===== config.mk =====
export PLATFORM = sky130hd
export DESIGN_NAME = mvmb_queue
export DESIGN_NICKNAME = d
export VERILOG_FILES = /design/src/rtl/core/mvmb_pkg.sv /design/src/rtl/core/mvmb_queue.sv
export SDC_FILE = /design/constraint.sdc
export NUM_CORES = 1
export LEC_CHECK = 0
export BUFFER_PORTS_ARGS = -buffer_cell sky130_fd_sc_hd__buf_4
export CORE_UTILIZATION = 30
export CTS_BUF_LIST = sky130_fd_sc_hd__clkbuf_4 sky130_fd_sc_hd__clkbuf_8
export CTS_CLUSTER_SIZE = 10
export DETAILED_ROUTE_END_ITERATION = 7
export HOLD_SLACK_MARGIN = 0.12
export PLACE_DENSITY = 0.49
export SYNTH_ARGS = -nofsm -noshare
export SYNTH_HDL_FRONTEND = slang
export SYNTH_SLANG_ARGS = --single-unit

===== constraint.sdc =====
create_clock -name clk -period 7.9 [get_ports clk]
set_input_delay 1.58 -clock clk [delete_from_list [all_inputs] [get_ports clk]]
set_output_delay 1.58 -clock clk [all_outputs]
set_load 0.02 [all_outputs]

===== src/rtl/core/mvmb_pkg.sv =====
package mvmb_pkg;

    // Item kinds carried on the input tuser bit
    typedef enum logic {
        ACT_LOAD   = 1'b0,
        ACT_WEIGHT = 1'b1
    } action_t;

    // Configuration register indexes
    typedef enum logic {
        REG_INPUT_LENGTH  = 1'b0,
        REG_OUTPUT_LENGTH = 1'b1
    } cfg_reg_t;

    localparam int CFG_W       = 9;
    localparam int DATA_W      = 32;
    localparam int ROW_W       = 8;
    localparam int ACC_W       = 64;

    // Front-to-back work queue
    localparam int QUEUE_DEPTH = 4;
    localparam int QUEUE_AW    = 2;
    localparam int QUEUE_CW    = 3;

    // One weight beat, classified by the front part
    typedef struct packed {
        logic signed [DATA_W-1:0] weight;
        logic signed [DATA_W-1:0] element;
        logic signed [DATA_W-1:0] bias;
        logic                     row_end;
        logic                     last_row;
        logic [ROW_W-1:0]         row_index;
    } work_t;

endpackage


===== src/rtl/core/mvmb_queue.sv =====
module mvmb_queue
    import mvmb_pkg::*;
(
    input  logic                clk,
    input  logic                rst_n,
    input  logic                push,
    input  work_t               push_entry,
    input  logic                pop,
    output logic                head_valid,
    output work_t               head_entry,
    output logic [QUEUE_CW-1:0] count
);

    work_t               slots [QUEUE_DEPTH];
    logic [QUEUE_AW-1:0] wr_ptr_reg;
    logic [QUEUE_AW-1:0] rd_ptr_reg;
    logic [QUEUE_CW-1:0] count_reg;
    logic [QUEUE_CW-1:0] count_next;

    always_comb
    begin
        count_next = count_reg;
        case ({push, pop})
            2'b10:   count_next = count_reg + 1'b1;
            2'b01:   count_next = count_reg - 1'b1;
            default: count_next = count_reg;
        endcase
    end

    always_ff @(posedge clk or negedge rst_n)
    begin
        if (!rst_n)
        begin
            wr_ptr_reg <= '0;
            rd_ptr_reg <= '0;
            count_reg  <= '0;
        end
        else
        begin
            if (push)
                wr_ptr_reg <= wr_ptr_reg + 1'b1;
            if (pop)
                rd_ptr_reg <= rd_ptr_reg + 1'b1;
            count_reg <= count_next;
        end
    end

    always_ff @(posedge clk)
    begin
        if (push)
            slots[wr_ptr_reg] <= push_entry;
    end

    assign head_valid = count_reg != '0;
    assign head_entry = slots[rd_ptr_reg];
    assign count      = count_reg;

`ifndef SYNTHESIS
    a_no_overflow: assert property (@(posedge clk) disable iff (!rst_n)
        push |-> (count_reg != QUEUE_CW'(QUEUE_DEPTH)))
        else $error("push into full queue");

    a_no_underflow: assert property (@(posedge clk) disable iff (!rst_n)
        pop |-> (count_reg != '0))
        else $error("pop from empty queue");
`endif

endmodule


Word level (Yosys, flattened, before mapping). Memories as Yosys holds them, arrays and structs flattened. Index checks and enable logic that the tools add are counted.

Order comparisons: 0. Reductions and logical operators: 2. Muxes and demuxes: 3. Shift-type cells: 0. Add/subtract/negate cells: 4. Equal/unequal tests: 2. Div/mod/pow operators: 0. Multipliers: 0. Bitwise logic cells: 0.

Operators by type and width (count): one-hot mux 3 bit (2 select lines) (1); adder 2 x 1 -> 2 bit (second input constant) (2); adder 3 x 1 -> 3 bit (second input constant) (1); nonzero test 3 bit (1); subtractor 3 x 1 -> 3 bit (second input constant) (1); equality test 2 x 1 -> 1 bit (second input constant) (1); equality test 2 bit (second input constant) (1); two-way mux 1 bit (2); nonzero test 2 bit (1).

Logic and storage cells: 15. Flip-flop bits (word level): 7. Memories: 1. Memory bits (read-only): 0. Input bits: 110. Latch bits: 0. Bits in writable memories: 424. Output and inout port bits: 110.

Memory list: slots (words 4, bits a word 106, rd ports 1, clocked after memory_dff 0, wr ports 1, line mvmb_queue.sv:14) `work_t slots [QUEUE_DEPTH];`.

Longest topological paths before layout.
Word-level depth: 2. Depth in mapped cells: 7. Mapped depth without buffers: 7.

Least setup slack after synthesis. No wires, ideal clock.

Path kind: input to register. Start: input port push. End: memory slots[0][0] (netlist name), enable pin. Arrival: 4.023 ns. Stages: 1. Data required time: 7.423 ns. Path slack: 3.401 ns. Setup time: 0.477 ns. Path through: and2_1.

Cells in the longest elaborated chain, start to end: 2.

Ends and longest elaborated chain: from (decl) (line mvmb_queue.sv:6) `input logic push,`; two-way mux 1 bit (line mvmb_queue.sv:50) `if (push)`; two-way mux 1 bit (not written as such) (line mvmb_queue.sv:51) `slots[wr_ptr_reg] <= push_entry;`; to (decl) (line mvmb_queue.sv:14).

Every way passes these cells.

==> flow_metrics.py <==
metrics = {
    "run_status": {
        "outcome": "completed",
    },
    "floorplanning": {
        "chipWidth_um": 230,
        "num_rows": 83,
        "die_area_mm2": 0.0531,
        "num_io_pins": 220,
        "die_h_um": 230,
        "coreArea_mm2": 0.0514,
        "initial_core_util": 0.305,
    },
    "power": {
        "p_total_mw": 7.58,
        "ir_drop_mv": 0.173,
        "power.density_mw_per_mm2": 387,
        "p_leak_nw": 6.65,
    },
    "critical_path": {
        "worstRegToRegCells": 4,
        "timing.rr.end": "slots[1][58]",
        "critical_path.max_fanout": 72,
        "required_ns": 6.32,
        "reg2reg_slack_ns": 5.26,
        "timing.rr.start": "wr_ptr_reg[1]",
        "cp_num_cells": 3,
        "crit_type": "reg2out",
        "cpPeakStageDelay_ns": 0.97,
        "crit_arrival_ns": 3.05,
        "end_kind": "output pin",
        "start_kind": "register",
        "critPathBufInv": 2,
        "cp_slowest_cell": "dfrtp_4",
        "crit_family": "flip-flops",
        "path_cells": "buf_12 -> mux4_2 -> buf_4",
    },
    "finish": {
        "register_area_mm2": 0.0129,
        "largest_reg_flops": 424,
        "syn2layout_area_growth_pct": 25.1,
        "fin_nets": 990,
        "diodes": 0,
        "fillers": 4707,
        "multi_input_area_mm2": 0.00259,
        "final_util": 0.381,
        "final_layout_size_suffix_gt1_frac": 0.489,
    },
    "timing": {
        "finalSetupViolCount": 0,
        "tns_ns": 0,
        "relSlewSlack": 0.353,
        "hold_viol": 0,
        "worst_pin_slew_ns": 0.970,
        "post-route-min-period_ns": 4.63,
        "skew_ns": 0.0162,
        "rsz0062_at_grt": "false",
        "post-route-period-util": 0.586,
        "slew_violations": 0,
        "fmax_mhz": 216,
    },
    "drt": {
        "wl_mm": 32.9,
        "avgViaCountPerCell": 4.42,
        "drtIter0Drc": 302,
        "num_vias": 7133,
        "drtPass1Iterations": 4,
        "wl_per_cell_um": 20.4,
        "postRouteAntennaNets": 0,
        "remaining_drc_errors": 0,
    },
    "job": {
        "drv_cap": 0,
    },
    "grt": {
        "grt_pass1_wl_mm": 48.9,
        "track_usage": 0.126,
        "grt_max_degree": 73,
        "grt_pass1_vias": 7997,
        "antenna_found_initial": 1,
        "grt_overflow": 0,
    },
    "synth": {
        "yosys.area_share.adder": 0.00528,
        "ys_ff_latch": 431,
        "synth_top_area_cell": "edfxtp_1",
        "ys_top_cells_by_area": "edfxtp_1 81%, mux4_2 15%, dfrtp_1 1.1%",
        "synth.area.mux_share": 0.153,
        "synth_top_area_share": 0.813,
        "ys_seq_area_frac": 0.825,
        "synth-simple-area-share": 0.00272,
        "synth_top_family_by_area": "multiplexers",
        "syn_inst": 589,
        "synth_cell_type_count": 19,
        "synth_fp_nets": 705,
        "yosysWarnings": 0,
        "netlist_area_mm2": 0.0157,
        "synth_compound_area_frac": 0.000320,
        "synth_xor_area_frac": 0.00336,
        "postSynthAreaPerCell_um2": 26.6,
    },
    "cts": {
        "cts_setup_buffers": 0,
        "clk_path_buf_depth": 3,
        "clockRootBuffer": "clkbuf_8",
        "hold_buffers": 0,
        "clock_latency_ns": 0.62,
        "clk_pin_slew_ns": 0.05,
        "htree_levels": 3,
        "cts_tree": "built",
        "cts_num_sinks": 431,
        "ctsResizeCount": 0,
        "cts_buffers": 78,
    },
    "placement": {
        "gp_congestion": 0.651,
        "hpwlAfterDp_mm": 17.8,
        "numPortBuffers": 219,
    },
    "worst_hold_path": {
        "hold_start": "count[2]",
        "holdCritPathClass": "reg2reg",
        "hold_path_depth": 1,
        "min_to": "count[2]",
    },
}
==> worst max path at each step <==
stage | slack [ns] | end | start
6_report | 3.27 | head_entry[16] | rd_ptr_reg[0]
5_1_grt | 2.96 | head_entry[16] | rd_ptr_reg[0]
2_1_floorplan | 3.40 | slots[0][0] | push
3_5_place_dp | 3.78 | head_entry[16] | rd_ptr_reg[0]
3_3_place_gp | 3.82 | head_entry[16] | rd_ptr_reg[0]
4_1_cts | 3.04 | head_entry[16] | rd_ptr_reg[0]
==> cell families after synthesis <==
group | after synthesis
fa+ha+maj | 6
simple gates | 8
xor+xnor | 6
buf+inv | 30
compound gates | 1
flops | 431
mux | 107
==> per-stage QoR <==
stage | cell area, um2 | instances | worst slack (ns) | hold slack [ns]
floorplan | 15700 | 589 | 3.40 | 0.491
global placement | 18100 | 1474 | 3.82 | 0.494
detailed placement | 18100 | 1474 | 3.78 | 0.499
CTS | 19600 | 1614 | 3.04 | 0.513
global route | 19600 | 1614 | 2.96 | 0.531
finish | 19600 | 1614 | 3.27 | 0.507
==> layout by cell type (no fill, tap or decap) <==
master / count
inv_1: 6
clkbuf_8: 82
buf_12: 1
clkbuf_4: 20
dfrtp_4: 2
nand2_1: 2
or3_1: 1
ha_1: 5
xnor2_1: 2
dfrtp_1: 5
clkinv_1: 24
xor2_1: 4
mux4_2: 106
buf_4: 228
edfxtp_1: 424
mux2i_1: 1
clkinvlp_4: 4
fa_1: 1
and2_4: 4
bufinv_16: 1
clkinv_2: 9
o21ai_0: 1
nor2_1: 1
==> power breakdown <==
part           switching (mW)  total (mW)  leakage [nW]  internal, mW
Sequential              0.199        3.19          3.97          3.00
Combinational            1.32        2.41          1.91          1.09
Clock                   0.889        1.97         0.769          1.08
==> worst reg2reg max path, delay by kind of cell (launching register included) <==
kind,cells,cell delay (ns)
buffers and inverters,2,0.90
and+or+nand+nor,1,0.77
DFF,1,0.40
adders and majority gates,1,0.14
==> routing by layer <==
| layer | global-route usage | vias to the layer above | routed length, um |
|---|---|---|---|
| li1 | - | 3127 | - |
| met5 | 0 | - | 14 |
| met1 | 0.144 | 3729 | 13000 |
| met4 | 0.0478 | 2 | 819 |
| met3 | 0.0503 | 69 | 2490 |
| met2 | 0.211 | 206 | 16500 |
==> cells in the mapped netlist <==
cell type / count
xor2_1: 4
buf_6: 3
xnor2_1: 2
buf_4: 1
buf_2: 13
buf_8: 1
dfrtp_1: 7
ha_1: 5
mux2i_1: 1
inv_1: 6
mux4_2: 106
nor2_1: 1
and2_1: 4
clkbuf_1: 6
o21ai_0: 1
nand2_1: 2
edfxtp_1: 424
fa_1: 1
or3_1: 1
==> final cells by class <==
| class | instances | area share |
|---|---|---|
| clock buffers | 102 | 0.0653 |
| clock inverters | 38 | 0.00997 |
| inverters | 6 | 0.00115 |
| multi-input cells | 128 | 0.132 |
| flip-flops and latches | 431 | 0.659 |
| well taps | 680 | 0.0434 |
| repair buffers | 229 | 0.0884 |
(Power assumes the default switching activity.)
