`config.mk`:
```
export PLATFORM = sky130hd
export DESIGN_NAME = mvmb_back
export DESIGN_NICKNAME = d
export VERILOG_FILES = /design/src/rtl/core/mvmb_pkg.sv /design/src/rtl/core/mvmb_back.sv
export SDC_FILE = /design/constraint.sdc
export NUM_CORES = 2
export LEC_CHECK = 0
export BUFFER_PORTS_ARGS = -buffer_cell sky130_fd_sc_hd__buf_2
export CAP_MARGIN = 20
export CORE_MARGIN = 4
export CORE_UTILIZATION = 38
export CTS_BUF_LIST = sky130_fd_sc_hd__clkbuf_16
export DETAILED_ROUTE_END_ITERATION = 10
export GPL_TIMING_DRIVEN = 1
export PLACE_DENSITY = 0.56
export SLEW_MARGIN = 20
export SYNTH_ARGS = -nofsm -noshare
export SYNTH_HDL_FRONTEND = slang
export SYNTH_SLANG_ARGS = --single-unit
```
`constraint.sdc`:
```
create_clock -name clk -period 7.2 [get_ports clk]
set_input_delay 1.08 -clock clk [delete_from_list [all_inputs] [get_ports clk]]
set_output_delay 1.08 -clock clk [all_outputs]
set_load 0.05 [all_outputs]
```
`src/rtl/core/mvmb_pkg.sv`:
```
package mvmb_pkg;

    // Item kinds carried on the input tuser bit
    typedef enum logic {
        ACT_LOAD   = 1'b0,
        ACT_WEIGHT = 1'b1
    } action_t;

    // Configuration register indexes
    typedef enum logic {
        REG_INPUT_LENGTH  = 1'b0,
        REG_OUTPUT_LENGTH = 1'b1
    } cfg_reg_t;

    localparam int CFG_W       = 9;
    localparam int DATA_W      = 32;
    localparam int ROW_W       = 8;
    localparam int ACC_W       = 64;

    // Front-to-back work queue
    localparam int QUEUE_DEPTH = 4;
    localparam int QUEUE_AW    = 2;
    localparam int QUEUE_CW    = 3;

    // One weight beat, classified by the front part
    typedef struct packed {
        logic signed [DATA_W-1:0] weight;
        logic signed [DATA_W-1:0] element;
        logic signed [DATA_W-1:0] bias;
        logic                     row_end;
        logic                     last_row;
        logic [ROW_W-1:0]         row_index;
    } work_t;

endpackage

```
`src/rtl/core/mvmb_back.sv`:
```
module mvmb_back
    import mvmb_pkg::*;
(
    input  logic                     clk,
    input  logic                     rst_n,
    input  logic                     q_valid,
    input  work_t                    q_entry,
    output logic                     q_pop,
    output logic                     out_valid,
    input  logic                     out_ready,
    output logic signed [DATA_W-1:0] out_result,
    output logic [ROW_W-1:0]         out_row_index,
    output logic                     out_last,
    output logic                     out_sat
);

    localparam logic signed [ACC_W-1:0] ACC_MAX = {1'b0, {(ACC_W-1){1'b1}}};
    localparam logic signed [ACC_W-1:0] ACC_MIN = {1'b1, {(ACC_W-1){1'b0}}};
    localparam int                      QW      = ACC_W - 16 + 1;

    // Saturating add; a value already at a limit is kept
    function automatic logic signed [ACC_W-1:0] sat_add(
        input logic signed [ACC_W-1:0] a,
        input logic signed [ACC_W-1:0] b
    );
        logic signed [ACC_W:0] s;
        s = {a[ACC_W-1], a} + {b[ACC_W-1], b};
        if (a == ACC_MAX || a == ACC_MIN)
            return a;
        else if (s[ACC_W] != s[ACC_W-1])
            return s[ACC_W] ? ACC_MIN : ACC_MAX;
        else
            return s[ACC_W-1:0];
    endfunction

    // Multiply stage
    logic                     m_valid_reg;
    logic signed [ACC_W-1:0]  m_prod_reg;
    logic signed [DATA_W-1:0] m_bias_reg;
    logic                     m_end_reg;
    logic                     m_last_reg;
    logic [ROW_W-1:0]         m_row_reg;
    logic                     m_fire;
    logic                     m_ready;

    // Accumulator
    logic signed [ACC_W-1:0]  acc_reg;
    logic signed [ACC_W-1:0]  acc_sum;

    // Bias stage
    logic                     t_valid_reg;
    logic signed [ACC_W-1:0]  t_acc_reg;
    logic signed [DATA_W-1:0] t_bias_reg;
    logic                     t_last_reg;
    logic [ROW_W-1:0]         t_row_reg;
    logic                     t_ready;
    logic signed [ACC_W-1:0]  t_bias_wide;

    // Rounding stage
    logic                     u_valid_reg;
    logic signed [ACC_W-1:0]  u_total_reg;
    logic                     u_last_reg;
    logic [ROW_W-1:0]         u_row_reg;
    logic                     u_ready;
    logic signed [QW-1:0]     u_round;
    logic signed [DATA_W-1:0] u_result;
    logic                     u_sat;

    // Output register
    logic                     o_valid_reg;
    logic signed [DATA_W-1:0] o_result_reg;
    logic [ROW_W-1:0]         o_row_reg;
    logic                     o_last_reg;
    logic                     o_sat_reg;
    logic                     o_ready;

    assign o_ready = !o_valid_reg || out_ready;
    assign u_ready = !u_valid_reg || o_ready;
    assign t_ready = !t_valid_reg || u_ready;
    assign m_fire  = m_valid_reg && (!m_end_reg || t_ready);
    assign m_ready = !m_valid_reg || m_fire;
    assign q_pop   = q_valid && m_ready;

    assign acc_sum     = sat_add(acc_reg, m_prod_reg);
    assign t_bias_wide = {{(ACC_W-DATA_W-16){t_bias_reg[DATA_W-1]}}, t_bias_reg, 16'b0};

    // Round to nearest, ties up, then clamp to Q16.16
    always_comb
    begin
        u_round  = $signed({u_total_reg[ACC_W-1], u_total_reg[ACC_W-1:16]})
                 + $signed({{(QW-1){1'b0}}, u_total_reg[15]});
        u_sat    = 1'b0;
        u_result = u_round[DATA_W-1:0];
        if (u_round[QW-1:DATA_W-1] != {(QW-DATA_W+1){u_round[QW-1]}})
        begin
            u_sat    = 1'b1;
            u_result = u_round[QW-1] ? {1'b1, {(DATA_W-1){1'b0}}}
                                     : {1'b0, {(DATA_W-1){1'b1}}};
        end
    end

    always_ff @(posedge clk or negedge rst_n)
    begin
        if (!rst_n)
        begin
            m_valid_reg <= 1'b0;
            acc_reg     <= '0;
            t_valid_reg <= 1'b0;
            u_valid_reg <= 1'b0;
            o_valid_reg <= 1'b0;
        end
        else
        begin
            if (m_ready)
                m_valid_reg <= q_valid;
            if (m_fire)
                acc_reg <= m_end_reg ? '0 : acc_sum;
            if (t_ready)
                t_valid_reg <= m_fire && m_end_reg;
            if (u_ready)
                u_valid_reg <= t_valid_reg;
            if (o_ready)
                o_valid_reg <= u_valid_reg;
        end
    end

    always_ff @(posedge clk)
    begin
        if (q_pop)
        begin
            m_prod_reg <= $signed(q_entry.weight) * $signed(q_entry.element);
            m_bias_reg <= q_entry.bias;
            m_end_reg  <= q_entry.row_end;
            m_last_reg <= q_entry.last_row;
            m_row_reg  <= q_entry.row_index;
        end
        if (m_fire && m_end_reg)
        begin
            t_acc_reg  <= acc_sum;
            t_bias_reg <= m_bias_reg;
            t_last_reg <= m_last_reg;
            t_row_reg  <= m_row_reg;
        end
        if (t_valid_reg && u_ready)
        begin
            u_total_reg <= sat_add(t_acc_reg, t_bias_wide);
            u_last_reg  <= t_last_reg;
            u_row_reg   <= t_row_reg;
        end
        if (u_valid_reg && o_ready)
        begin
            o_result_reg <= u_result;
            o_row_reg    <= u_row_reg;
            o_last_reg   <= u_last_reg;
            o_sat_reg    <= u_sat;
        end
    end

    assign out_valid     = o_valid_reg;
    assign out_result    = o_result_reg;
    assign out_row_index = o_row_reg;
    assign out_last      = o_last_reg;
    assign out_sat       = o_sat_reg;

`ifndef SYNTHESIS
    a_acc_clears_at_row_end: assert property (@(posedge clk) disable iff (!rst_n)
        (m_fire && m_end_reg) |=> (acc_reg == '0))
        else $error("accumulator not cleared after row end");
`endif

endmodule

```
After elaboration in Yosys (flattened, before gate mapping)
Index checks and enable logic that the tools add are counted. W data, S select, Z words.

Bits in registers: 394. Latch bits: 0. Bits in writable memories: 0. Bits in read-only memories: 0. Word-level logic and storage cells: 59. Memories: 0.

$add $sub $neg: 3. $mul: 1. Divide/modulo/power cells: 0. Magnitude comparators: 0. Eq/ne operators: 7. Shift operators: 0. Mux-type cells: 10. Bitwise gates (word level): 0. Reductions and logical operators: 17.

Operators by type and width (number): $mux W64 (7); $eq A64 B64 Y1 const B (4); $add A64 B48 Y65 (1); $add A64 B64 Y65 (1); $mul A32 B32 Y64 (1); $mux W32 (2); $add A48 B2 Y49 (1); $ne A17 B17 Y1 (1); $logic_or A1 B1 Y1 (7); $logic_and A1 B1 Y1 (5); $logic_not A1 Y1 (5); $ne A1 B1 Y1 (2); $mux W1 (1).

Logic depth before layout (Yosys ltp)
Depth in word-level cells: 8. Depth in mapped cells: 29. Depth with buffers taken out: 27.

Worst setup path before layout
Ideal clock, no wire load.

Kind: input to register. From: input port q_entry[105] in the netlist's numbering. To: register m_prod_reg[63] (data pin). Arrival time: 8.455 ns. Data required time: 6.940 ns. Path slack: -1.515 ns. Stages on the path: 23. Cells stage by stage: clkbuf_1 -> nand2_1 -> inv_1 -> fa_1 -> fa_1 -> fa_1 -> inv_1 -> fa_1 -> inv_1 -> fa_1 -> fa_1 -> inv_1 -> fa_1 -> fa_1 -> inv_1 -> ha_1 -> nand4_1 -> or4b_1 -> a211o_1 -> o21ba_1 -> o21bai_1 -> a21oi_1 -> xnor2_1.

Cells in the longest elaborated chain, start to end: 1.

RTL lines: from (decl) (RTL line mvmb_back.sv:7) `input work_t q_entry,`; $mul A32 B32 Y64 (RTL line mvmb_back.sv:131) `m_prod_reg <= $signed(q_entry.weight) * $signed(q_entry.element);`; to (signal assigned) (RTL line mvmb_back.sv:131); to (decl) (RTL line mvmb_back.sv:38) `logic signed [ACC_W-1:0] m_prod_reg;`.

Every way passes these cells. A chain may end at the register's enable or synchronous reset.

Worst setup path after layout
From: input port q_entry[83] in the netlist's numbering. To: register m_prod_reg[63] (data pin).

The elaborated chain is that of the path after synthesis.

==> impl_metrics.toml <==
[run_status]
status = "finished, violations left"
violations = "setup timing"

[logic_synthesis]
yosys-top-cells-count = "1,084 x fa_1, 972 x inv_1, 739 x nand2_1, 539 x and2_1, 311 x edfxtp_1"
synth_area_mm2 = 0.0578
synth_area_leaders = "fa_1 38%, edfxtp_1 16%, ha_1 6.4%, inv_1 6.3%, and2_1 5.8%"
synth_top_area_share_pct = 37.5
async_flop_share_pct = 17.9
synth_edf_count = 311
yosysTopAreaCell = "fa_1"
ys.flop_type = "edfxtp_1"
synthCells = 5912
yosys_warnings = 0
synth.most_common_cell = "fa_1"
ys_seq_area_share_pct = 19.1
syn_nets = 7404
synth_seq_cells = 379
avgSynthCellArea_um2 = 9.78
synth_cell_types = 92

[cts]
clockBufferDepth = 3
worstSkewPairLatency_ns = 0.60
root_buffer = "clkbuf_16"
h-tree-depth = 2
cts_tree = "built"
cts_made_buffers = 41
path_clk_slew_ns = 0.06
clock-sinks = 379

[global_routing]
grt_pass1_vias = 46000
antenna_found_initial = 3
use_met2_pct = 34.5
grt_pass1_wl_um = 258000
track_usage_pct = 20.5
grt_max_degree = 89
met1_usage_pct = 28.9
grtUsageMet3_pct = 1.79
gr-total-overflow = 0
busiest_layer = "met2"

[detailed_routing]
firstDrtPassIters = 7
finalWirelength_um = 161000
drcViolationCount = 0
vias = 42800
postRouteAntennaNets = 0
drt-initial-drc-count = 2451
avgViaCountPerCell = 5.09
wl_per_cell_um = 19.1

[timing]
worst_pin_slew_ns = 1.03
max-slew-margin-rel_pct = 30.6
min_period_ns = 7.96
rsz0062_at_grt = "yes"
maxSlewViolCount = 0
fin_crit_sh_pct = 111
worst_slack_ns = -0.763
setup_viol = 30
fmax_mhz = 126
finClkSkew_ns = 0.0446
hold_violations = 0

[finish]
area_growth_pct = 18.0
finalNetCount = 7863
drive_gt1_share_pct = 17.7
stdcell_count = 8418

[die]
start_util_pct = 38.4
die_h_um = 398
fp.dieW_um = 398
die_area_mm2 = 0.159
io_pins = 154
row_count = 142
design.core.area_mm2 = 0.150

[setup_path]
crit_path_start_kind = "input pin"
crit_arrival_ns = 8.28
end_kind = "register"
crit_type = "in2reg"
crit_required_ns = 7.52
critPathMaxFanout = 6

[flow_run]
drv_cap = 0

[placement]
dp_cells = 8273
numPortBuffers = 153
gp_congestion = 0.881
detailed_place_hpwl_um = 136000

[worst_hold_path]
min_path_type = "in2async"
## critical path, stage by stage
cell       delay (ns)
buf_6            0.12
buf_12           0.14
buf_4            0.13
and2_4           0.15
fa_1             0.53
inv_1            0.06
fa_1             0.48
inv_1            0.05
fa_1             0.47
fa_1             0.58
fa_1             0.44
fa_1             0.52
fa_2             0.45
fa_1             0.52
ha_4             0.30
and3_4           0.18
and3_4           0.20
nand2_4          0.05
nor3_4           0.26
a2111oi_4        0.14
or4b_4           0.51
a211o_1          0.36
o21ba_1          0.20
o21bai_1         0.13
a21oi_1          0.09
xnor2_1          0.13
## routing by layer
metal,part of all wire [%],vias up
li1,-,19900
met4,2.3,0
met2,47,1021
met3,4.4,180
met1,46,21800
met5,0,-
## layout by cell type (no fill, tap or decap), types with 70 or more instances in the layout
cell	Yosys	final
a21o_1	83	83
a21oi_1	203	175
and2_1	539	498
buf_2	22	96
buf_4	0	443
buf_6	5	108
edfxtp_1	311	311
fa_1	1084	1002
fa_2	0	82
ha_1	298	270
inv_1	972	937
nand2_1	739	717
nand3_1	73	70
nand4_1	104	104
nor2_1	159	147
o21ai_0	212	196
xnor2_1	116	110
xor2_1	87	87
## metrics by stage
step           util (%)  instance area [um^2]  hold slack (ns)  setup WS [ns]  TNS (ns)
2_1_floorplan         -                 58200            0.400          -1.11    -19.30
3_3_place_gp       42.7                 64200            0.402          -1.74    -52.96
3_5_place_dp       42.7                 64200            0.405          -1.74    -54.13
4_1_cts            44.8                 67400            0.260         -0.716    -12.41
5_1_grt            45.4                 68200            0.264         -0.953    -17.81
6_report           45.4                 68300            0.302         -0.763    -12.20
## what timing repair did
action | CTS | global route
buffers inserted | 67 | 20
pin swaps | 210 | 124
endpoints found under the setup margin | 40 | 38
gates resized for setup | 365 | 195
cloned | 2 | 2
hold buffers | 0 | 0
## logic make-up after synthesis
family	synth area share, %
AO/OA/AOI/OAI	9.32
XOR/XNOR	3.07
adder cells (fa/ha/maj)	44.0
buffers and inverters	8.35
flip-flops	19.1
multiplexers	0.0995
AND/OR/NAND/NOR	16.1
## worst paths after layout
path / startpoint / end / slack, ns / depth (start not counted)
max: q_entry[83] / m_prod_reg[63]$_DFFE_PP_ / -0.76 / 26
min: rst_n / out_valid$_DFFE_PN0P_ / 0.30 / 1
max reg2reg: m_prod_reg[0]$_DFFE_PP_ / t_acc_reg[62]$_DFFE_PP_ / 2.36 / 13
min reg2reg: u_row_reg[0]$_DFFE_PP_ / out_row_index[0]$_DFFE_PP_ / 0.42 / 0
max in group asynchronous: rst_n / acc_reg[4]$_DFFE_PN0P_ / 5.86 / 2
min in group clk: u_row_reg[0]$_DFFE_PP_ / out_row_index[0]$_DFFE_PP_ / 0.42 / 0
## area by class of cell
class,instances,area (um^2)
antenna,2,5.00
clock buffer,43,1080
clock inverter,29,297
fill,14300,82200
inverter,972,3650
multi-input combinational,4264,43400
sequential,379,11000
tap,2016,2520
timing repair buffer,713,6220
Power is not shown: default switching activity piles up to over one toggle a cycle in this logic, so the estimate is an artifact.
